### config.mk
export PLATFORM = sky130hd
export DESIGN_NAME = response_timeout_table_unit
export DESIGN_NICKNAME = d
export VERILOG_FILES = /design/src/rtl/core/rtt_pkg.sv /design/src/rtl/core/response_timeout_table_unit.sv /design/src/rtl/core/rtt_fifo.sv /design/src/rtl/core/rtt_front.sv /design/src/rtl/core/rtt_back.sv
export VERILOG_INCLUDE_DIRS = /design/src /design/src/rtl/core
export SDC_FILE = /design/constraint.sdc
export NUM_CORES = 1
export LEC_CHECK = 0
export ABC_AREA = 1
export BUFFER_PORTS_ARGS = -buffer_cell sky130_fd_sc_hd__buf_2
export CORE_MARGIN = 3
export CORE_UTILIZATION = 55
export CTS_CLUSTER_SIZE = 24
export DETAILED_ROUTE_END_ITERATION = 12
export PLACE_DENSITY = 0.75
export SYNTH_ARGS = -nofsm -noshare
export SYNTH_HDL_FRONTEND = slang
export SYNTH_SLANG_ARGS = --single-unit
### constraint.sdc
create_clock -name clk_i -period 6.5 [get_ports clk_i]
set_input_delay 0.65 -clock clk_i [delete_from_list [all_inputs] [get_ports clk_i]]
set_output_delay 0.65 -clock clk_i [all_outputs]
set_load 0.01 [all_outputs]
### src/rtl/core/response_timeout_table_unit_defines.svh
// Assertion macros used by the response timeout table back end.
`ifndef RESPONSE_TIMEOUT_TABLE_UNIT_DEFINES_SVH
`define RESPONSE_TIMEOUT_TABLE_UNIT_DEFINES_SVH

`ifndef SYNTHESIS

// Checks a property on every rising clock edge outside reset.
`define RTT_ASSERT(lbl, clk, rstn, prop, msg) \
  lbl: assert property (@(posedge clk) disable iff (!rstn) (prop)) else $error(msg);

// Checks that a condition never holds on a rising clock edge outside reset.
`define RTT_ASSERT_NEVER(lbl, clk, rstn, cond, msg) \
  lbl: assert property (@(posedge clk) disable iff (!rstn) !(cond)) else $error(msg);

`else

`define RTT_ASSERT(lbl, clk, rstn, prop, msg)

`define RTT_ASSERT_NEVER(lbl, clk, rstn, cond, msg)

`endif

`endif

### src/rtl/core/rtt_pkg.sv
// Types and constants of the response timeout table.
`timescale 1ns / 1ps
package rtt_pkg;

  localparam int unsigned NumSlots   = 5;
  localparam int unsigned QueueDepth = 2;

  localparam logic [15:0] LimitReset = 16'd10;
  localparam logic [31:0] TimeMax    = 32'hFFFF_FFFF;

  localparam logic OPC_REGISTER = 1'b0;
  localparam logic OPC_TICK     = 1'b1;

  typedef enum logic [1:0] {
    ST_STORED  = 2'd0,
    ST_FULL    = 2'd1,
    ST_EXPIRED = 2'd2,
    ST_NONE    = 2'd3
  } status_e;

  typedef enum logic {
    CMD_STORE = 1'b0,
    CMD_TICK  = 1'b1
  } cmd_e;

  typedef enum logic [1:0] {
    BK_IDLE,
    BK_SCAN,
    BK_CHECK
  } back_state_e;

  typedef struct packed {
    logic        opcode;
    logic [7:0]  device_id;
    logic [15:0] request_code;
    logic [31:0] now_ms;
  } in_word_t;

  typedef struct packed {
    status_e     status;
    logic [7:0]  expired_device;
    logic [15:0] expired_code;
    logic        last;
  } out_word_t;

  typedef struct packed {
    cmd_e        op;
    logic [7:0]  device;
    logic [15:0] code;
    logic [31:0] now;
  } cmd_t;

endpackage

### src/rtl/core/response_timeout_table_unit.sv
// Top level of the response timeout table: command front end, table back end, limit register.
//
//  channel   direction  handshake              payload
//  request   in         push / full            req_i   (in_word_t)
//  result    out        pop / empty            rsp_o   (out_word_t)
//  limit     in         cfg_we_i               cfg_wdata_i (16 bits)
//
// A register word is handled by the table sequencer once it reaches the head of the
// command queue and the result queue has room. A tick word takes E + 1 passes, where E is the
// number of expired entries: each pass walks all slots once to find the oldest entry.
// Reset clears the queues, the valid bits of the table and sets the limit to 10 ms.
// Either side may stall: a full result queue holds the sequencer, and a full command
// queue raises full.
`timescale 1ns / 1ps
module response_timeout_table_unit #(
  parameter int unsigned SLOTS = rtt_pkg::NumSlots
) (
  input  logic               clk_i,
  input  logic               rst_ni,
  input  logic               push,
  output logic               full,
  input  rtt_pkg::in_word_t  req_i,
  output logic               empty,
  input  logic               pop,
  output rtt_pkg::out_word_t rsp_o,
  input  logic               cfg_we_i,
  input  logic [15:0]        cfg_wdata_i
);
  import rtt_pkg::*;

  cmd_t        cmd;
  logic        cmd_empty;
  logic        cmd_pop;
  logic [15:0] limit_q;

  always_ff @(posedge clk_i or negedge rst_ni) begin
    if (!rst_ni) begin
      limit_q <= LimitReset;
    end else if (cfg_we_i) begin
      limit_q <= cfg_wdata_i;
    end
  end

  rtt_front u_front (
    .clk_i       (clk_i),
    .rst_ni      (rst_ni),
    .push        (push),
    .full        (full),
    .req_i       (req_i),
    .cmd_o       (cmd),
    .cmd_empty_o (cmd_empty),
    .cmd_pop_i   (cmd_pop)
  );

  rtt_back #(
    .SLOTS (SLOTS)
  ) u_back (
    .clk_i       (clk_i),
    .rst_ni      (rst_ni),
    .cmd_i       (cmd),
    .cmd_empty_i (cmd_empty),
    .cmd_pop_o   (cmd_pop),
    .limit_i     (limit_q),
    .empty       (empty),
    .pop         (pop),
    .rsp_o       (rsp_o)
  );

endmodule

### src/rtl/core/rtt_fifo.sv
// Small first-in first-out queue of flip-flop entries.
`timescale 1ns / 1ps
module rtt_fifo #(
  parameter int unsigned WIDTH = 8,
  parameter int unsigned DEPTH = 2
) (
  input  logic             clk_i,
  input  logic             rst_ni,
  input  logic             push_i,
  input  logic [WIDTH-1:0] wdata_i,
  output logic             full_o,
  input  logic             pop_i,
  output logic [WIDTH-1:0] rdata_o,
  output logic             empty_o
);

  localparam int unsigned PtrW = (DEPTH > 1) ? $clog2(DEPTH) : 1;
  localparam int unsigned CntW = $clog2(DEPTH + 1);

  logic [WIDTH-1:0] mem_q [DEPTH];
  logic [PtrW-1:0]  wr_ptr_q, wr_ptr_d;
  logic [PtrW-1:0]  rd_ptr_q, rd_ptr_d;
  logic [CntW-1:0]  cnt_q, cnt_d;
  logic             do_push, do_pop;

  assign full_o  = (cnt_q == CntW'(DEPTH));
  assign empty_o = (cnt_q == '0);
  assign do_push = push_i & ~full_o;
  assign do_pop  = pop_i & ~empty_o;
  assign rdata_o = mem_q[rd_ptr_q];

  always_comb begin
    wr_ptr_d = wr_ptr_q;
    rd_ptr_d = rd_ptr_q;
    cnt_d    = cnt_q;
    if (do_push) begin
      wr_ptr_d = (wr_ptr_q == PtrW'(DEPTH - 1)) ? '0 : wr_ptr_q + 1'b1;
    end
    if (do_pop) begin
      rd_ptr_d = (rd_ptr_q == PtrW'(DEPTH - 1)) ? '0 : rd_ptr_q + 1'b1;
    end
    if (do_push && !do_pop) begin
      cnt_d = cnt_q + 1'b1;
    end else if (do_pop && !do_push) begin
      cnt_d = cnt_q - 1'b1;
    end
  end

  always_ff @(posedge clk_i or negedge rst_ni) begin
    if (!rst_ni) begin
      wr_ptr_q <= '0;
      rd_ptr_q <= '0;
      cnt_q    <= '0;
    end else begin
      wr_ptr_q <= wr_ptr_d;
      rd_ptr_q <= rd_ptr_d;
      cnt_q    <= cnt_d;
    end
  end

  always_ff @(posedge clk_i) begin
    if (do_push) begin
      mem_q[wr_ptr_q] <= wdata_i;
    end
  end

endmodule

### src/rtl/core/rtt_front.sv
// Front end: accepts input words, decodes them into commands and queues them.
`timescale 1ns / 1ps
module rtt_front (
  input  logic              clk_i,
  input  logic              rst_ni,
  input  logic              push,
  output logic              full,
  input  rtt_pkg::in_word_t req_i,
  output rtt_pkg::cmd_t     cmd_o,
  output logic              cmd_empty_o,
  input  logic              cmd_pop_i
);
  import rtt_pkg::*;

  localparam int unsigned CmdW = $bits(cmd_t);

  cmd_t            cmd_d;
  logic [CmdW-1:0] cmd_rdata;

  always_comb begin
    cmd_d.device = req_i.device_id;
    cmd_d.code   = req_i.request_code;
    cmd_d.now    = req_i.now_ms;
    unique case (req_i.opcode)
      OPC_REGISTER: cmd_d.op = CMD_STORE;
      OPC_TICK:     cmd_d.op = CMD_TICK;
      default:      cmd_d.op = CMD_TICK;
    endcase
  end

  rtt_fifo #(
    .WIDTH (CmdW),
    .DEPTH (QueueDepth)
  ) u_cmd_fifo (
    .clk_i   (clk_i),
    .rst_ni  (rst_ni),
    .push_i  (push),
    .wdata_i (cmd_d),
    .full_o  (full),
    .pop_i   (cmd_pop_i),
    .rdata_o (cmd_rdata),
    .empty_o (cmd_empty_o)
  );

  assign cmd_o = cmd_t'(cmd_rdata);

endmodule

### src/rtl/core/rtt_back.sv
// Back end: the pending request table, its scan sequencer and the result queue.
`timescale 1ns / 1ps
`include "response_timeout_table_unit_defines.svh"
module rtt_back #(
  parameter int unsigned SLOTS = rtt_pkg::NumSlots
) (
  input  logic               clk_i,
  input  logic               rst_ni,
  input  rtt_pkg::cmd_t      cmd_i,
  input  logic               cmd_empty_i,
  output logic               cmd_pop_o,
  input  logic [15:0]        limit_i,
  output logic               empty,
  input  logic               pop,
  output rtt_pkg::out_word_t rsp_o
);
  import rtt_pkg::*;

  localparam int unsigned SlotW = (SLOTS > 1) ? $clog2(SLOTS) : 1;
  localparam int unsigned RspW  = $bits(out_word_t);

  back_state_e state_q, state_d;

  logic [SLOTS-1:0] valid_q;
  logic [31:0]      time_q [SLOTS];
  logic [7:0]       dev_q  [SLOTS];
  logic [15:0]      code_q [SLOTS];

  logic [31:0]      now_q;
  logic [31:0]      best_q;
  logic [SlotW-1:0] best_idx_q;
  logic [7:0]       best_dev_q;
  logic [15:0]      best_code_q;
  logic             found_q;
  logic [SlotW-1:0] scan_idx_q;
  logic             held_v_q;
  logic [7:0]       held_dev_q;
  logic [15:0]      held_code_q;

  logic             any_free;
  logic [SlotW-1:0] free_idx;
  logic [31:0]      elapsed;
  logic             expired;
  logic             scan_hit;

  logic             do_store, do_tick_start, do_free, scan_last;
  logic             rsp_push, rsp_full;
  out_word_t        rsp_word;
  logic [RspW-1:0]  rsp_rdata;

  // Lowest free slot wins, so scan from the top down.
  always_comb begin
    any_free = 1'b0;
    free_idx = '0;
    for (int i = SLOTS - 1; i >= 0; i--) begin
      if (!valid_q[i]) begin
        any_free = 1'b1;
        free_idx = SlotW'(i);
      end
    end
  end

  // Less-or-equal lets the highest slot win a tie on the timestamp.
  assign scan_hit  = valid_q[scan_idx_q] && (time_q[scan_idx_q] <= best_q);
  assign scan_last = (scan_idx_q == SlotW'(SLOTS - 1));
  assign elapsed   = now_q - best_q;
  assign expired   = found_q && (elapsed > {16'd0, limit_i});

  always_comb begin
    state_d       = state_q;
    cmd_pop_o     = 1'b0;
    rsp_push      = 1'b0;
    rsp_word      = '{status: ST_NONE, expired_device: '0, expired_code: '0, last: 1'b1};
    do_store      = 1'b0;
    do_tick_start = 1'b0;
    do_free       = 1'b0;
    unique case (state_q)
      BK_IDLE: begin
        if (!cmd_empty_i) begin
          if (cmd_i.op == CMD_TICK) begin
            cmd_pop_o     = 1'b1;
            do_tick_start = 1'b1;
            state_d       = BK_SCAN;
          end else if (!rsp_full) begin
            cmd_pop_o       = 1'b1;
            rsp_push        = 1'b1;
            do_store        = any_free;
            rsp_word.status = any_free ? ST_STORED : ST_FULL;
          end
        end
      end
      BK_SCAN: begin
        if (scan_last) begin
          state_d = BK_CHECK;
        end
      end
      BK_CHECK: begin
        if (expired) begin
          // The previous report is released only once another one follows it.
          if (!held_v_q || !rsp_full) begin
            rsp_push = held_v_q;
            rsp_word = '{status: ST_EXPIRED, expired_device: held_dev_q,
                         expired_code: held_code_q, last: 1'b0};
            do_free  = 1'b1;
            state_d  = BK_SCAN;
          end
        end else if (!rsp_full) begin
          rsp_push = 1'b1;
          if (held_v_q) begin
            rsp_word = '{status: ST_EXPIRED, expired_device: held_dev_q,
                         expired_code: held_code_q, last: 1'b1};
          end
          state_d = BK_IDLE;
        end
      end
      default: state_d = BK_IDLE;
    endcase
  end

  always_ff @(posedge clk_i or negedge rst_ni) begin
    if (!rst_ni) begin
      state_q    <= BK_IDLE;
      valid_q    <= '0;
      found_q    <= 1'b0;
      held_v_q   <= 1'b0;
      scan_idx_q <= '0;
    end else begin
      state_q <= state_d;
      if (do_store) begin
        valid_q[free_idx] <= 1'b1;
      end
      if (do_free) begin
        valid_q[best_idx_q] <= 1'b0;
      end
      if (do_tick_start) begin
        held_v_q <= 1'b0;
      end else if (do_free) begin
        held_v_q <= 1'b1;
      end
      if (do_tick_start || do_free) begin
        found_q    <= 1'b0;
        scan_idx_q <= '0;
      end else if (state_q == BK_SCAN) begin
        if (scan_hit) begin
          found_q <= 1'b1;
        end
        if (!scan_last) begin
          scan_idx_q <= scan_idx_q + 1'b1;
        end
      end
    end
  end

  always_ff @(posedge clk_i) begin
    if (do_store) begin
      time_q[free_idx] <= cmd_i.now;
      dev_q[free_idx]  <= cmd_i.device;
      code_q[free_idx] <= cmd_i.code;
    end
    if (do_tick_start) begin
      now_q <= cmd_i.now;
    end
    if (do_tick_start || do_free) begin
      best_q <= TimeMax;
    end else if (state_q == BK_SCAN && scan_hit) begin
      best_q      <= time_q[scan_idx_q];
      best_idx_q  <= scan_idx_q;
      best_dev_q  <= dev_q[scan_idx_q];
      best_code_q <= code_q[scan_idx_q];
    end
    if (do_free) begin
      held_dev_q  <= best_dev_q;
      held_code_q <= best_code_q;
    end
  end

  rtt_fifo #(
    .WIDTH (RspW),
    .DEPTH (QueueDepth)
  ) u_rsp_fifo (
    .clk_i   (clk_i),
    .rst_ni  (rst_ni),
    .push_i  (rsp_push),
    .wdata_i (rsp_word),
    .full_o  (rsp_full),
    .pop_i   (pop),
    .rdata_o (rsp_rdata),
    .empty_o (empty)
  );

  assign rsp_o = out_word_t'(rsp_rdata);

  `RTT_ASSERT_NEVER(a_no_push_when_full, clk_i, rst_ni, rsp_push && rsp_full, "result queue overrun")
  `RTT_ASSERT(a_freed_slot_cleared, clk_i, rst_ni, do_free |=> !valid_q[$past(best_idx_q)], "freed slot still valid")
  `RTT_ASSERT(a_free_only_found, clk_i, rst_ni, do_free |-> (found_q && valid_q[best_idx_q]), "freeing a slot that was not found")
  `RTT_ASSERT(a_scan_in_range, clk_i, rst_ni, (state_q == BK_SCAN) |-> (scan_idx_q <= SlotW'(SLOTS - 1)), "scan index out of range")

endmodule
# After elaboration in Yosys (flattened, before gate mapping)
# Memories as Yosys holds them, arrays and structs flattened. A register that Yosys moved wholly into a read port is not among the register bits.
# Cells that the tools add are included.
[word_totals]
register_bits = 127
wordCells = 169
mem_count = 5
ramBits = 448
input_bits = 78
[memory_table]
columns = ["name", "words", "width", "rd", "rd_clocked_by_memory_dff", "wr", "line_no", "rtl"]
rows = [
  ["u_back.time_q", 5, 32, 1, 0, 1, "rtt_back.sv:25", "logic [31:0] time_q [SLOTS];"],
  ["u_front.u_cmd_fifo.mem_q", 2, 57, 1, 0, 1, "rtt_fifo.sv:20", "logic [WIDTH-1:0] mem_q [DEPTH];"],
  ["u_back.code_q", 5, 16, 1, 1, 1, "rtt_back.sv:27", "logic [15:0] code_q [SLOTS];"],
  ["u_back.u_rsp_fifo.mem_q", 2, 27, 1, 0, 1, "rtt_fifo.sv:20", ""],
  ["u_back.dev_q", 5, 8, 1, 1, 1, "rtt_back.sv:26", "logic [7:0] dev_q [SLOTS];"],
]
[classes]
mux = 77
n_lt_le_gt_ge = 7
bitwise = 13
addsub = 10
n_reduce_logical = 29
n_eq_ne = 11
[ops]
columns = ["cell", "count"]
rows = [
  ["$mux W26", 3],
  ["$mux W1", 42],
  ["$gt A32 B16 Y1", 1],
  ["$le A32 B32 Y1", 1],
  ["$sub A32 B32 Y32", 1],
  ["$mux W27", 1],
  ["$mux W2", 13],
  ["$mux W25", 1],
  ["$mux W3", 8],
  ["$lt A3 B4 Y1 const B", 3],
  ["$mux W5", 2],
  ["$reduce_bool A2 Y1", 5],
  ["$logic_and A1 B1 Y1", 9],
  ["$demux W1 S3", 2],
  ["$eq A2 B2 Y1 const B", 3],
  ["$ge A3 B1 Y1 const B", 2],
  ["$logic_not A1 Y1", 6],
  ["$logic_not A2 Y1", 3],
  ["$ne A2 B2 Y1 const B", 3],
  ["$not A1 Y1", 6],
  ["$pmux W2 S3", 1],
  ["$reduce_and A2 Y1", 3],
  ["$and A5 B5 Y5", 1],
  ["$not A5 Y5", 1],
  ["16 further kinds", 26],
]

# Logic depth before layout (Yosys ltp)
# Gate-level depths: netlist (run 1).
[logic_depth]
depth_word = 13
ltp_mapped = 31

# Hierarchy
# Synthesis (run 1) repeated with hierarchy kept, for this count alone.
[hier_totals]
cells_unflattened = 2478
area_unflattened_um2 = 26497.9
[by_module_without_submodules]
columns = ["mod", "n_inst", "seq_area_each_um2", "area_per_inst_um2", "cells_each"]
rows = [
  ["rtt_back", 1, 11841.4, 19269.7, 1908],
  ["rtt_fifo (u_front.u_cmd_fifo)", 1, 3523.4, 4389.2, 330],
  ["rtt_fifo (u_back.u_rsp_fifo)", 1, 1721.7, 2192.1, 172],
  ["response_timeout_table_unit", 1, 402.9, 646.9, 68],
]

# Worst setup path before layout (run 1)
# OpenSTA, ideal clock, no wires.
[synth_timing]
path_type = "reg2reg"
startpoint = "register u_back.u_rsp_fifo.cnt_q[1]"
endpoint = "memory u_back.code_q[4][0] (enable)"
setup_slack_ns = -0.438
stages_incl_launch_ff = 8
path_buffers = 0
synth_period_minus_slack_ns = 6.938
required_ns = 5.888
t_arrival_ns = 6.327
cell_sequence = "dfrtp_1 -> inv_1 -> nor2_1 -> inv_1 -> o211ai_1 -> nor2_1 -> inv_1 -> nor4_1"
[synth_via]
elab_chain_cells = 7
[synth_lines]
columns = ["item", "line_no", "rtl"]
rows = [
  ["start: declaration", "rtt_fifo.sv:23", "logic [CntW-1:0] cnt_q, cnt_d;"],
  ["start signal: assignment", "rtt_fifo.sv:57", "cnt_q <= cnt_d;"],
  ["$eq A2 B2 Y1", "rtt_fifo.sv:26", "assign full_o = (cnt_q == CntW'(DEPTH));"],
  ["$mux W1", "rtt_back.sv:84", "end else if (!rsp_full) begin"],
  ["$mux W1", "rtt_back.sv:80", "if (cmd_i.op == CMD_TICK) begin"],
  ["$mux W1", "rtt_back.sv:79", "if (!cmd_empty_i) begin"],
  ["$mux W1", "rtt_back.sv:77", "unique case (state_q)"],
  ["$mux W1", "rtt_back.sv:155", "if (do_store) begin"],
  ["$mux W1 (implied by the code)", "rtt_back.sv:158", "code_q[free_idx] <= cmd_i.code;"],
  ["end: declaration", "rtt_back.sv:27", ""],
]
# Every way passes these cells.

# Worst setup path in the final report (run 1)
[layout_timing]
startpoint = "register u_back.scan_idx_q[0]"
endpoint = "register u_back.best_q[24] (read register of u_back.time_q)"
[layout_via]
elab_chain_cells = 4
word_cells_on_any_way = 6
classes_between = "order compare: 1; mux: 2; reduce/logical: 2; memory: 1"
[layout_lines]
columns = ["item", "line_no", "rtl"]
rows = [
  ["start: declaration", "rtt_back.sv:35", "logic [SlotW-1:0] scan_idx_q;"],
  ["start signal: assignment", "rtt_back.sv:148", "scan_idx_q <= scan_idx_q + 1'b1;"],
  ["$mem_v2 Z5 W32 or $bmux W1 S3 (tied branches)", "-", ""],
  ["$le A32 B32 Y1 or $mux W1 (tied branches)", "rtt_back.sv:64", "assign scan_hit = valid_q[scan_idx_q] && (time_q[scan_idx_q] <= best_q);"],
  ["$logic_and A1 B1 Y1", "rtt_back.sv:64", ""],
  ["$logic_and A1 B1 Y1", "rtt_back.sv:165", "end else if (state_q == BK_SCAN && scan_hit) begin"],
  ["end: declaration", "rtt_back.sv:30", "logic [31:0] best_q;"],
]
# Several ways; a longest one is shown, not always the timed one. The select of a mux whose other input is x is not followed.
# A chain may end at the register's enable or synchronous reset.

==> summary.md, run 1 <==
| Metric | Value |
|---|---|
| Area of the core | 46700 µm² |
| Final nets | roughly 2700 |
| Power Density | 518 nW/µm² |
| Synth Register Bits | 599 |
| Initial Util | 0.557 |
| Tcrit/Tclk final | 0.735 |
| Htree depth | 2 |
| Worst reg2reg setup slack | 1.72 ns |
| Busiest grt layer | met1 |
| Crit path launch type | flop |
| Number of synthesized flops with an enable pin | between 500 and 600 |
| DR WL/cell | 17.5 µm |
| Clk buf depth | 3 |
| Total clock sinks | approximately 600 |
| Post-DP HPWL | approximately 37000 µm |
| Max Slew Vio Count | 0 |
| Mapped cell area | 26000 µm² |
| Syn_nets | 2598 |
| CP delay by family, top | buffers and inverters |
| Cell Chain, Critical Path | buf_4 -> nor2_1 -> nor2_1 -> o21ai_0 -> a31oi_1 -> ha_1 -> nand2_1 -> nor2_1 -> nand4_1 -> a31oi_1 -> a211oi_1 -> nand2_1 -> nand2_1 -> nand2_1 -> inv_2 -> buf_4 -> nand2_1 -> nand4_1 |
| # resized after CTS | 0 |
| Ys Warns | 0 |
| Cell count along the critical path | 18 |
| Outcome | finished clean |
| Final cell utilization of the core | 0.626 |
| Max FO, Critical Path | slightly below 70 |
| CP peak stage delay | 0.81 ns |
| Placer Congestion | 0.919 |
| Drt initial violations | 1720 |
| Fin. Hold Viols | 0 |
| Cts hold-fix bufs | 0 |
| Post-Route WL | between 50000 and 60000 µm |
| Die span in x | 223 µm |
| Clk Latency, worst-skew pair | 0.62 ns |
| ANT nets after route | 0 |
| Relative slew slack | 0.308 |
| Max cap viols | 0 |
| Max VDD drop | 0.311 mV |
| Critical path arrival | 5.30 ns |
| Synth area leaders | edfxtp_1 61%, nand2_1 9.2%, nor2_1 5.3%, ha_1 4.0%, inv_1 3.5% |
| CTS clock-pin slew for the worst setup and hold paths | 0.06 ns |
| Via count | between 15000 and 20000 |
| Die Ht | 223 µm |
| Layout cell share with drive strength beyond 1 | 0.106 |
| Leakage | ~12 nW |
| Primary FF master, synth | edfxtp_1 |
| Worst EP required | about 7.0 ns |
| Critical Path End | u_back.best_q[24] |
| R2r startpoint | u_back.scan_idx_q[0] |
| Setup bufs post-CTS | 0 |
| Setup ws final | 1.72 ns |
| CP endpoint kind | flop |
| Min-delay worst type | input port to async pin |
| Buffer and inverter count on the worst path | 3 |
| Cells after Synth | 2436 |
| CP max-delay cell | dfrtp_4 |
| Final Setup Violations | 0 |
| CTS Buf Count | around 60 |
| Crit Path Class | flop to flop |
| Die Footprint | roughly 50000 µm² |
| Gr ovfl total | 0 |
| Largest net degree at the start of global routing | 91 |
| Initial antenna violation count | 1 |
| CTS tree | done |
| Avg Cell Area, Syn | 10.7 µm² |
| Post-synth ARST share | 0.0601 |
| Met2 Use GR | 0.338 |
| Met1 Usage GRT | 0.339 |
| DRC Markers | 0 |
| Global-route wire length before repair | 88000 µm |
| Total GRT Usage | 0.223 |
| RSZ-0062 raised after global routing | false |
| Area leader, netlist | edfxtp_1 |
| Core Rows | 79 |
| Via-to-Cell Ratio | 5.39 |
| # IOs | about 110 |
| Clk_skew | 0.0381 ns |
| Final setup TNS | 0 ns |
| Synth top area share | 0.613 |
| # fillers | 3520 |
| Worst setup path start | u_back.scan_idx_q[0] |
| I/O Buffers | 106 |
| R2R depth | 18 |
| Fin crit period | 4.78 ns |
| Unique masters post-synth | 42 |
| Vias in the first global route | 16400 |
| Root buffer cell | clkbuf_16 |
| M3 GR Usage | 0.0425 |
| Worst r2r dst | u_back.best_q[24] |
| Measured slew at the worst slew-check pin | 1.04 ns |
| Drt pass-1 iters | 6 |
| P&R area growth vs syn | 12.2% |
| Setup WS pre-CTS | around 1.8 ns |
| Max Freq | 209 MHz |
| Seq/Total Area, Yosys | 0.673 |
| Top cell by count, worst path | nand2_1 |
| N_diodes | 0 |
## layout make-up
type	instances	area [µm²]	share of cell area
sequential	599	17500	0.600
clock inverter	26	273	0.00935
multi-input combinational	1505	7310	0.250
inverter	248	931	0.0319
timing repair buffer	131	743	0.0255
clock buffer	84	1680	0.0574
tap	607	759	0.0260
## registers in the layout, summed over array words and instances (netlist names), 2 cells and up
name                      flops
u_front.u_cmd_fifo.mem_q    114
u_back.time_q               160
u_back.scan_idx_q             3
u_back.dev_q                 40
u_back.best_dev_q             8
u_back.code_q                80
u_back.state_q                2
u_back.best_q                32
u_front.u_cmd_fifo.cnt_q      2
u_back.best_code_q           16
limit_q                      16
u_back.u_rsp_fifo.cnt_q       2
u_back.held_dev_q             8
u_back.valid_q                5
u_back.best_idx_q             3
u_back.held_code_q           16
u_back.now_q                 32
u_back.u_rsp_fifo.mem_q      54
## routing by layer
metal | vias to the layer above | share of wire
met5 | - | 0
met4 | 0 | 0.016
met2 | 695 | 0.45
met3 | 75 | 0.084
li1 | 8382 | -
met1 | 8096 | 0.45
## worst min-delay path by stage
stage                          start                         endpoint
2_1_floorplan                 rst_ni                       limit_q[0]
3_3_place_gp   u_back.best_code_q[5]            u_back.held_code_q[5]
3_5_place_dp   u_back.best_code_q[7]            u_back.held_code_q[7]
4_1_cts                       rst_ni                       limit_q[0]
5_1_grt                    req_i[51]  u_front.u_cmd_fifo.mem_q[0][51]
6_report                      rst_ni      u_front.u_cmd_fifo.wr_ptr_q
## report_power, final
group          leakage [nW]  internal (mW)  switching (mW)  total (mW)
clock network         0.960           1.96            1.39        3.35
logic                  5.69           1.74            4.12        5.85
registers              5.55           5.56           0.355        5.92
## synthesized netlist by cell type (2+ instances only)
library cell,number
ha_1,83
nand2_2,9
inv_1,241
xor2_1,18
nand4_1,43
nand3_1,42
nor2_1,370
o211ai_1,2
nand2_1,639
o21a_1,3
buf_1,10
dfxtp_1,32
buf_2,5
and3_1,3
clkinv_1,4
nand3b_1,3
clkbuf_1,66
and2_1,2
dfrtp_1,34
xnor2_1,3
nor3_1,8
buf_6,3
a31oi_1,58
inv_2,3
o21bai_1,2
edfxtp_1,531
o21ai_0,146
nor2_2,12
a21oi_2,5
a21oi_1,43
dfstp_2,2
## through the flow
stage          area, µm²  total power, mW  instances  hold WS [ns]
3_5_place_dp       27200             11.8       3090         0.405
5_1_grt            29200             16.2       3200         0.195
4_1_cts            29200             15.1       3200         0.171
3_3_place_gp       27200             11.5       3090         0.404
2_1_floorplan      26000             9.89       2436         0.354
6_report           29200             15.1       3200         0.172
## logic make-up (layout without fill, tap and decap cells)
| logic type | Yosys count | in the layout | share of synthesized area |
|---|---|---|---|
| and+or+nand+nor | 1137 | 1137 | 0.175 |
| DFF | 599 | 599 | 0.673 |
| buffers and inverters | 332 | 489 | 0.0490 |
| AOI/OAI and AO/OA | 262 | 262 | 0.0549 |
| adders and majority gates | 84 | 84 | 0.0407 |
| xor gates and xnor gates | 21 | 21 | 0.00707 |
| muxes | 1 | 1 | 0.000433 |
## worst reg2reg max path: cells and delay by family (launching register included)
kind                       cells  cell delay [ns]
buffers and inverters          3             1.67
and+or+nand+nor               10             1.05
AOI/OAI and AO/OA              4             0.89
DFF                            1             0.81
adders and majority gates      1             0.29
## layout by cell type, fill, tap and decap left out, drive strengths merged
master / instances
nand2: 648
edfxtp: 531
nor2: 382
inv: 250
o21ai: 146
buf: 131
clkbuf: 84
ha: 83
a31oi: 58
a21oi: 48
nand4: 44
nand3: 43
dfrtp: 34
dfxtp: 32
clkinv: 19
xor2: 18
nor3: 10
bufinv: 4
and3: 3
nand3b: 3
xnor2: 3
o21a: 3
o21bai: 2
and2: 2
o211ai: 2
dfstp: 2
a41oi: 1
or2: 1
nor4: 1
o22ai: 1
a211oi: 1
mux2: 1
fa: 1
clkinvlp: 1
Power figures use the tool's default switching activity.
==> run 2, diff against run 1 <==
==> constraint.sdc (replaced) <==
create_clock -name clk_i -period 4 [get_ports clk_i]
set_input_delay 0.4 -clock clk_i [delete_from_list [all_inputs] [get_ports clk_i]]
set_output_delay 0.4 -clock clk_i [all_outputs]
set_load 0.01 [all_outputs]
==> run 2 against run 1 <==
Final area rose by 3.7%. First-iteration DRC count fell by 2.0%. Register-to-register slack got worse by 1.4 ns. Critical endpoint is now u_back.u_rsp_fifo.cnt_q[1]. Routed wire length rose by 5.0%. Final cell count rose by 2.5%. Power rose by 65%. Worst setup slack got worse by 1.4 ns. Combinational power rose by 76%. Utilization rose by 2.3 points. Global-route usage rose by 1.0 points. Die area did not move. Via count rose by 2.4%. Critical path type unchanged.
==> summary.md, run 2 (synthesis results as in run 1) <==
| Metric | Value |
|---|---|
| Worst EP required | 4.49 ns (-2.53 ns) |
| Dpl cells | 3101 (+0.36%) |
| Htree depth | 2 (unchanged) |
| Measured slew at the worst slew-check pin | 0.911 ns (-0.126 ns) |
| Clock power share | 0.207 (-0.014) |
| Switching Fraction | 0.393 (+0.00509) |
| Fin. Hold Viols | 0 (unchanged) |
| CTS tree | done |
| I/O Buffers | 106 (unchanged) |
| Clk_skew | 0.0431 ns (+0.00502 ns) |
| R2r startpoint | u_back.best_q[2] |
| Clk buf depth | 3 (unchanged) |
| CTS Buf Count | 58 (-1.7%) |
| Max FO, Critical Path | 5 (-93%) |
| Die Ht | 223 µm (unchanged) |
| Crit path launch type | flop |
| Hold_ws | 0.0242 ns (-0.148 ns) |
| Max VDD drop | 0.488 mV (+57%) |
| Drt initial violations | 1686 (-2.0%) |
| Max Slew Vio Count | 0 (unchanged) |
| NetSw | 9.80 mW (+67%) |
| Final Setup Violations | 0 (unchanged) |
| Power Density | 825 nW/µm² (+59%) |
| Largest net degree at the start of global routing | 70 (-23%) |
| Post-Route WL | 58600 µm (+5.0%) |
| DRC Markers | 0 (unchanged) |
| Total clock sinks | 599 (unchanged) |
| Cell-internal power | 15.2 mW (+64%) |
| Placer Congestion | 0.922 (+0.34%) |
| ANT nets after route | 0 (unchanged) |
| Root buffer cell | clkbuf_16 |
| Commonest non-fill, non-tap cell in the layout | nand2_1 |
| Setup WS pre-CTS | -0.0282 ns (-1.87 ns) |
| Worst reg2reg setup slack | 0.30 ns (-1.42 ns) |
| Cell count along the critical path | 28 (+10) |
| DR WL/cell | 17.9 µm (+2.4%) |
| Layout cell share with drive strength beyond 1 | 0.122 (+0.0159) |
| RSZ-0062 raised after global routing | true |
| Initial antenna violation count | 1 (unchanged) |
| Max Freq | 270 MHz (+29%) |
| Die span in x | 223 µm (unchanged) |
| Hold_sp | cfg_wdata_i[15] |
| Leakage | 12.5 nW (+2.6%) |
| Worst r2r dst | u_back.u_rsp_fifo.cnt_q[1] |
| Core Rows | 79 (unchanged) |
| Via-to-Cell Ratio | 5.38 (-0.14%) |
| Min-delay worst type | input port to flop |
| CTS clock-pin slew for the worst setup and hold paths | 0.06 ns (about the same) |
| Setup ws final | 0.297 ns (-1.42 ns) |
| R2R depth | 28 (+10) |
| CP endpoint kind | flop |
| Final nets | 2787 (+3.0%) |
| Outcome | finished clean |
| Comb pwr share | 0.411 (+0.024) |
| Vias in the first global route | 17000 (+3.7%) |
| Total power draw | 25.0 mW (+65%) |
| N_diodes | 0 (unchanged) |
| Final cell count without fillers | 3281 (+2.5%) |
| Drt pass-1 iters | 6 (unchanged) |
| Commonest cells after routing, fill and taps aside | 631 x nand2_1, 531 x edfxtp_1, 358 x nor2_1 |
| P&R area growth vs syn | 16.3% |
| CP delay by family, top | simple AND/OR/NAND/NOR gates |
| Gr ovfl total | 0 (unchanged) |
| Tcrit/Tclk final | 0.926 (+0.190) |
| Area of the core | 46700 µm² (unchanged) |
| Min-Delay Path Depth | 3 |
| Post-DP Area | 27500 µm² (+0.83%) |
| Post-DP HPWL | 37400 µm (+1.3%) |
| Global-route wire length before repair | 91900 µm (+4.4%) |
| Seq pwr share | 0.382 (-0.009) |
| Critical path arrival | 4.20 ns (-1.10 ns) |
| CP max-delay cell | dfxtp_1 |
| Max cap viols | 0 (unchanged) |
| Die Footprint | 49900 µm² (unchanged) |
| Fin crit period | 3.70 ns (-1.08 ns) |
| Total GRT Usage | 0.234 (+0.0102) |
| Relative slew slack | 0.393 (+0.0846) |
| Via count | 17700 (+2.4%) |
| CP peak stage delay | 0.33 ns (-0.48 ns) |
| Max FFs per register | 160 (unchanged) |
| Largest regs | u_back.time_q (160), u_front.u_cmd_fifo.mem_q (114), u_back.code_q (80) |
| # IOs | 107 (unchanged) |
| Clk Latency, worst-skew pair | 0.63 ns (about the same) |
| Design Area, Final | 30200 µm² (+3.7%) |
| Buffer and inverter count on the worst path | 3 (unchanged) |
| Largest Register | u_back.time_q |
| WHS Endpoint | limit_q[15] |
| Crit Path Class | flop to flop |
| Initial Util | 0.557 (unchanged) |
-- run 2: area by class of cell --
class                           count  area (µm²)
Fill cell                        3445       16400
Timing Repair Buffer              212        1680
Sequential cell                   599       17500
Tap cell                          607         759
Multi-Input combinational cell   1506        7560
Clock buffer                       73        1550
Inverter                          248         931
Clock inverter                     36         275
-- run 2: per-stage QoR --
| step | TNS (ns) | utilization |
|---|---|---|
| 4_1_cts | 0 | 0.642 |
| 2_1_floorplan | -0.0305 | - |
| 3_3_place_gp | 0 | 0.589 |
| 6_report | 0 | 0.648 |
| 5_1_grt | -0.283 | 0.648 |
| 3_5_place_dp | -0.0282 | 0.589 |
-- run 2: metal layers --
metal | GRT usage | wire length (µm)
met2 | 0.354 | 26400
met3 | 0.0407 | 4510
met1 | 0.353 | 26500
met5 | 0 | 10
met4 | 0.0629 | 1250
-- run 2: worst max path at each step --
| stage | startpoint | end | slack [ns] |
|---|---|---|---|
| 2_1_floorplan | u_back.u_rsp_fifo.cnt_q[1] | u_back.valid_q[3] | -0.03 |
| 3_3_place_gp | u_back.best_q[5] | u_back.u_rsp_fifo.cnt_q[1] | 0.14 |
| 3_5_place_dp | u_back.best_q[5] | u_back.u_rsp_fifo.cnt_q[1] | -0.03 |
| 4_1_cts | u_back.best_q[5] | u_back.u_rsp_fifo.cnt_q[1] | 0.005 |
| 5_1_grt | u_back.best_q[12] | u_back.u_rsp_fifo.cnt_q[1] | -0.03 |
| 6_report | u_back.best_q[2] | u_back.u_rsp_fifo.cnt_q[1] | 0.30 |
-- run 2: worst reg2reg max path: cells and delay by family (launching register included) --
| family | cells | cell delay, ns |
|---|---|---|
| adders and majority gates | 3 | 0.84 |
| AOI/OAI and AO/OA | 4 | 0.46 |
| buffers and inverters | 3 | 0.25 |
| xor gates and xnor gates | 2 | 0.41 |
| and+or+nand+nor | 16 | 1.29 |
| DFF | 1 | 0.33 |
-- run 2: timing repair --
item | in CTS | in global routing
resized for setup | 2 | 50
hold buffers | 66 | 0
pin swaps | 0 | 4
cloned | 0 | 2
hold endpoints to repair | 156 | 0
endpoints found under the setup margin | 1 | 165
buffers inserted | 0 | 3
-- run 2: power groups by stage --
stage | sequential (mW) | combinational (mW) | clock, mW
4_1_cts | 9.50 | 9.85 | 5.25
3_5_place_dp | 9.61 | 9.72 | 0
3_3_place_gp | 9.54 | 9.45 | 0
6_report | 9.53 | 10.3 | 5.17
5_1_grt | 9.64 | 11.5 | 5.54
2_1_floorplan | 9.50 | 6.58 | 0
==> run 3, diff against run 2 <==
--- a/config.mk
+++ b/config.mk
@@ -12,7 +12,7 @@
 export CORE_UTILIZATION = 55
 export CTS_CLUSTER_SIZE = 24
 export DETAILED_ROUTE_END_ITERATION = 12
-export PLACE_DENSITY = 0.75
+export PLACE_DENSITY = 0.72
 export SYNTH_ARGS = -nofsm -noshare
 export SYNTH_HDL_FRONTEND = slang
 export SYNTH_SLANG_ARGS = --single-unit
==> constraint.sdc (replaced) <==
create_clock -name clk_i -period 4.4 [get_ports clk_i]
set_input_delay 0.44 -clock clk_i [delete_from_list [all_inputs] [get_ports clk_i]]
set_output_delay 0.44 -clock clk_i [all_outputs]
set_load 0.01 [all_outputs]
==> run 3 against run 2 <==
Combinational power is 14% lower. Critical path type unchanged. Clock power is 11% lower. Worst setup slack better by 0.12 ns. Critical endpoint unchanged. Sequential cell count stayed put. Sequential share of layout area is 1.3 points higher. Clock skew is 0.031 ns lower.
==> summary.md, run 3 (synthesis results as in run 1) <==
| Metric | Value |
|---|---|
| Sequential Area | 17500 µm² (about the same) |
| Max FO, Critical Path | 4 (-1) |
| Relative slew slack | 0.379 (-0.0142) |
| Leakage | 12.3 nW (-1.6%) |
| Via count | 17200 (-2.8%) |
| Drt initial violations | 1687 (+0.059%) |
| Critical path arrival | 4.46 ns (+0.26 ns) |
| Setup ws final | 0.418 ns (+0.121 ns) |
| R2r startpoint | u_back.now_q[8] |
| Seq pwr share | 0.391 (+0.009) |
| Crit path launch type | flop |
| Outcome | finished clean |
| Comb pwr share | 0.401 (-0.010) |
| Final cell count without fillers | 3240 (-1.2%) |
| CTS tree | done |
| Clock power share | 0.208 (about the same) |
| Min-delay worst type | input port to flop |
| Largest regs | u_back.time_q (160), u_front.u_cmd_fifo.mem_q (114), u_back.code_q (80) |
| Total clock sinks | 599 (unchanged) |
| DR WL/cell | 17.5 µm (-1.8%) |
| CP endpoint kind | flop |
| Post-DP Area | 27400 µm² (-0.21%) |
| Min-Delay Path Depth | 1 (-2) |
| Worst EP required | 4.88 ns (+0.39 ns) |
| Htree depth | 2 (unchanged) |
| Largest Register | u_back.time_q |
| Post-DP HPWL | 37700 µm (+0.83%) |
| Total GRT Usage | 0.228 (-0.00510) |
| Fin crit period | 3.98 ns (+0.279 ns) |
| Drt pass-1 iters | 5 (-1) |
| Post-Route WL | 56800 µm (-3.0%) |
| Max FFs per register | 160 (unchanged) |
| Fin. Hold Viols | 0 (unchanged) |
| Worst r2r dst | u_back.u_rsp_fifo.cnt_q[1] |
| Setup bufs post-CTS | 0 (unchanged) |
| Die Ht | 223 µm (unchanged) |
| Core Rows | 79 (unchanged) |
| Initial antenna violation count | 1 (unchanged) |
| Largest net degree at the start of global routing | 118 (+69%) |
| Clk_skew | 0.0123 ns (-0.0308 ns) |
| Root buffer cell | clkbuf_16 |
| Design Area, Final | 29600 µm² (-2.2%) |
| Die span in x | 223 µm (unchanged) |
| ANT nets after route | 0 (unchanged) |
| Vias in the first global route | 16600 (-2.6%) |
| Tcrit/Tclk final | 0.905 (-0.0208) |
| Setup WS pre-CTS | 0.415 ns (+0.443 ns) |
| I/O Buffers | 106 (unchanged) |
| Crit Path Class | flop to flop |
| P&R area growth vs syn | 13.7% |
| R2R depth | 26 (-7.1%) |
| Placer Congestion | 0.904 (-1.9%) |
| Power Density | 750 nW/µm² (-9.1%) |
| Via-to-Cell Ratio | 5.30 (-1.6%) |
| Final Setup Violations | 0 (unchanged) |
| Layout cell share with drive strength beyond 1 | 0.107 (-0.0141) |
| Initial Util | 0.557 (unchanged) |
| NetSw | 8.64 mW (-12%) |
| Cell-internal power | 13.5 mW (-11%) |
| Max Freq | 251 MHz (-7.0%) |
| Dpl cells | 3100 (-0.032%) |
| # fillers | 3636 (+5.5%) |
| Area of the core | 46700 µm² (unchanged) |
| CTS Buf Count | 57 (-1.7%) |
| # IOs | 107 (unchanged) |
| N_diodes | 0 (unchanged) |
| Worst reg2reg setup slack | 0.42 ns (+0.12 ns) |
| Gr ovfl total | 0 (unchanged) |
| WHS Endpoint | u_front.u_cmd_fifo.mem_q[1][44] |
| Clk Latency, worst-skew pair | 0.61 ns (-0.02 ns) |
| Area taken by multi-input logic gates | 7350 µm² (-2.8%) |
| Die Footprint | 49900 µm² (unchanged) |
| Clk buf depth | 3 (unchanged) |
| CTS clock-pin slew for the worst setup and hold paths | 0.06 ns (about the same) |
| Final nets | 2749 (-1.4%) |
| Total power draw | 22.2 mW (-11%) |
| Max Slew Vio Count | 0 (unchanged) |
| Switching Fraction | 0.390 (-0.00292) |
| Hold_sp | req_i[44] |
| Max cap viols | 0 (unchanged) |
| DRC Markers | 0 (unchanged) |
| Global-route wire length before repair | 89600 µm (-2.5%) |
| Max VDD drop | 0.463 mV (-5.1%) |
| Commonest non-fill, non-tap cell in the layout | nand2_1 |
| Commonest cells after routing, fill and taps aside | 639 x nand2_1, 531 x edfxtp_1, 363 x nor2_1 |
| Measured slew at the worst slew-check pin | 0.932 ns (+0.0213 ns) |
-- run 3: cell types whose count changed in the layout (fill, tap and decap cells not counted), moves of 5 or more --
cell / change
dlygate4sd3_1: -31
ha_4: -11
clkbuf_1: +10
nand2_1: +8
nand2_2: -8
ha_1: +7
clkinv_1: -6
nor2_1: +5
-- run 3: worst max-delay path by stage --
stage,startpoint,end,slack (ns),depth (start not counted)
floorplan,u_back.u_rsp_fifo.cnt_q[1],u_back.code_q[2][0],0.27,9
global placement,u_back.now_q[0],u_back.u_rsp_fifo.cnt_q[1],0.52,28
detailed placement,u_back.now_q[0],u_back.u_rsp_fifo.cnt_q[1],0.42,28
CTS,u_back.now_q[0],u_back.u_rsp_fifo.cnt_q[1],0.39,28
global route,u_back.best_q[3],u_back.u_rsp_fifo.cnt_q[1],-0.005,28
finish,u_back.now_q[8],u_back.u_rsp_fifo.cnt_q[1],0.42,26
-- run 3: power groups by stage --
stage | Combinational, mW | Sequential, mW | Clock [mW]
2_1_floorplan | 5.98 | 8.64 | 0
3_3_place_gp | 8.50 | 8.71 | 0
3_5_place_dp | 8.74 | 8.78 | 0
4_1_cts | 8.83 | 8.67 | 4.69
5_1_grt | 10.0 | 8.78 | 4.94
6_report | 8.88 | 8.68 | 4.61
-- run 3: worst max-delay path: stages (launching register included) --
cell and delay, ns:
edfxtp_1 0.40, ha_2 0.41, nand2_1 0.14, nor2_2 0.16
nand3_1 0.11, nand3_1 0.19, xor2_1 0.25, ha_1 0.27
nand2_1 0.08, inv_1 0.04, nand2_1 0.05, nand2_1 0.04
a21oi_1 0.13, nand3_1 0.09, nand2_1 0.07, nand3_1 0.06
nor2_1 0.08, nand3_1 0.07, nor2_1 0.14, nand2_2 0.11
nand3_1 0.09, nand2_1 0.10, nand2_1 0.11, ha_1 0.27
a21oi_1 0.12, o21ai_0 0.11, xor2_1 0.15
-- run 3: metrics by stage --
stage,TNS (ns),hold slack (ns),util
after global placement,0,0.403,0.587
after global routing,-0.00494,0.00136,0.634
final,0,0.0272,0.634
after detailed placement,0,0.406,0.587
after CTS,0,0.0000809,0.633
after floorplan,0,0.144,-
-- run 3: layer usage --
layer	routed length (µm)	GRT usage
met2	24800	0.339
met1	26700	0.352
met5	13	0
met3	4380	0.0421
met4	996	0.0572
-- run 3: final cells by class --
cell class / count / area share
clock buffer: 86 / 0.0551
tap: 607 / 0.0257
multi-input combinational: 1505 / 0.249
timing repair buffer: 176 / 0.0425
clock inverter: 19 / 0.00499
inverter: 248 / 0.0315
sequential: 599 / 0.592
-- run 3: repair_timing --
item	4_1_cts	5_1_grt
hold buffers	33	2
setup endpoints to repair	0	27
hold endpoints to repair	97	4
gates resized for setup	0	12
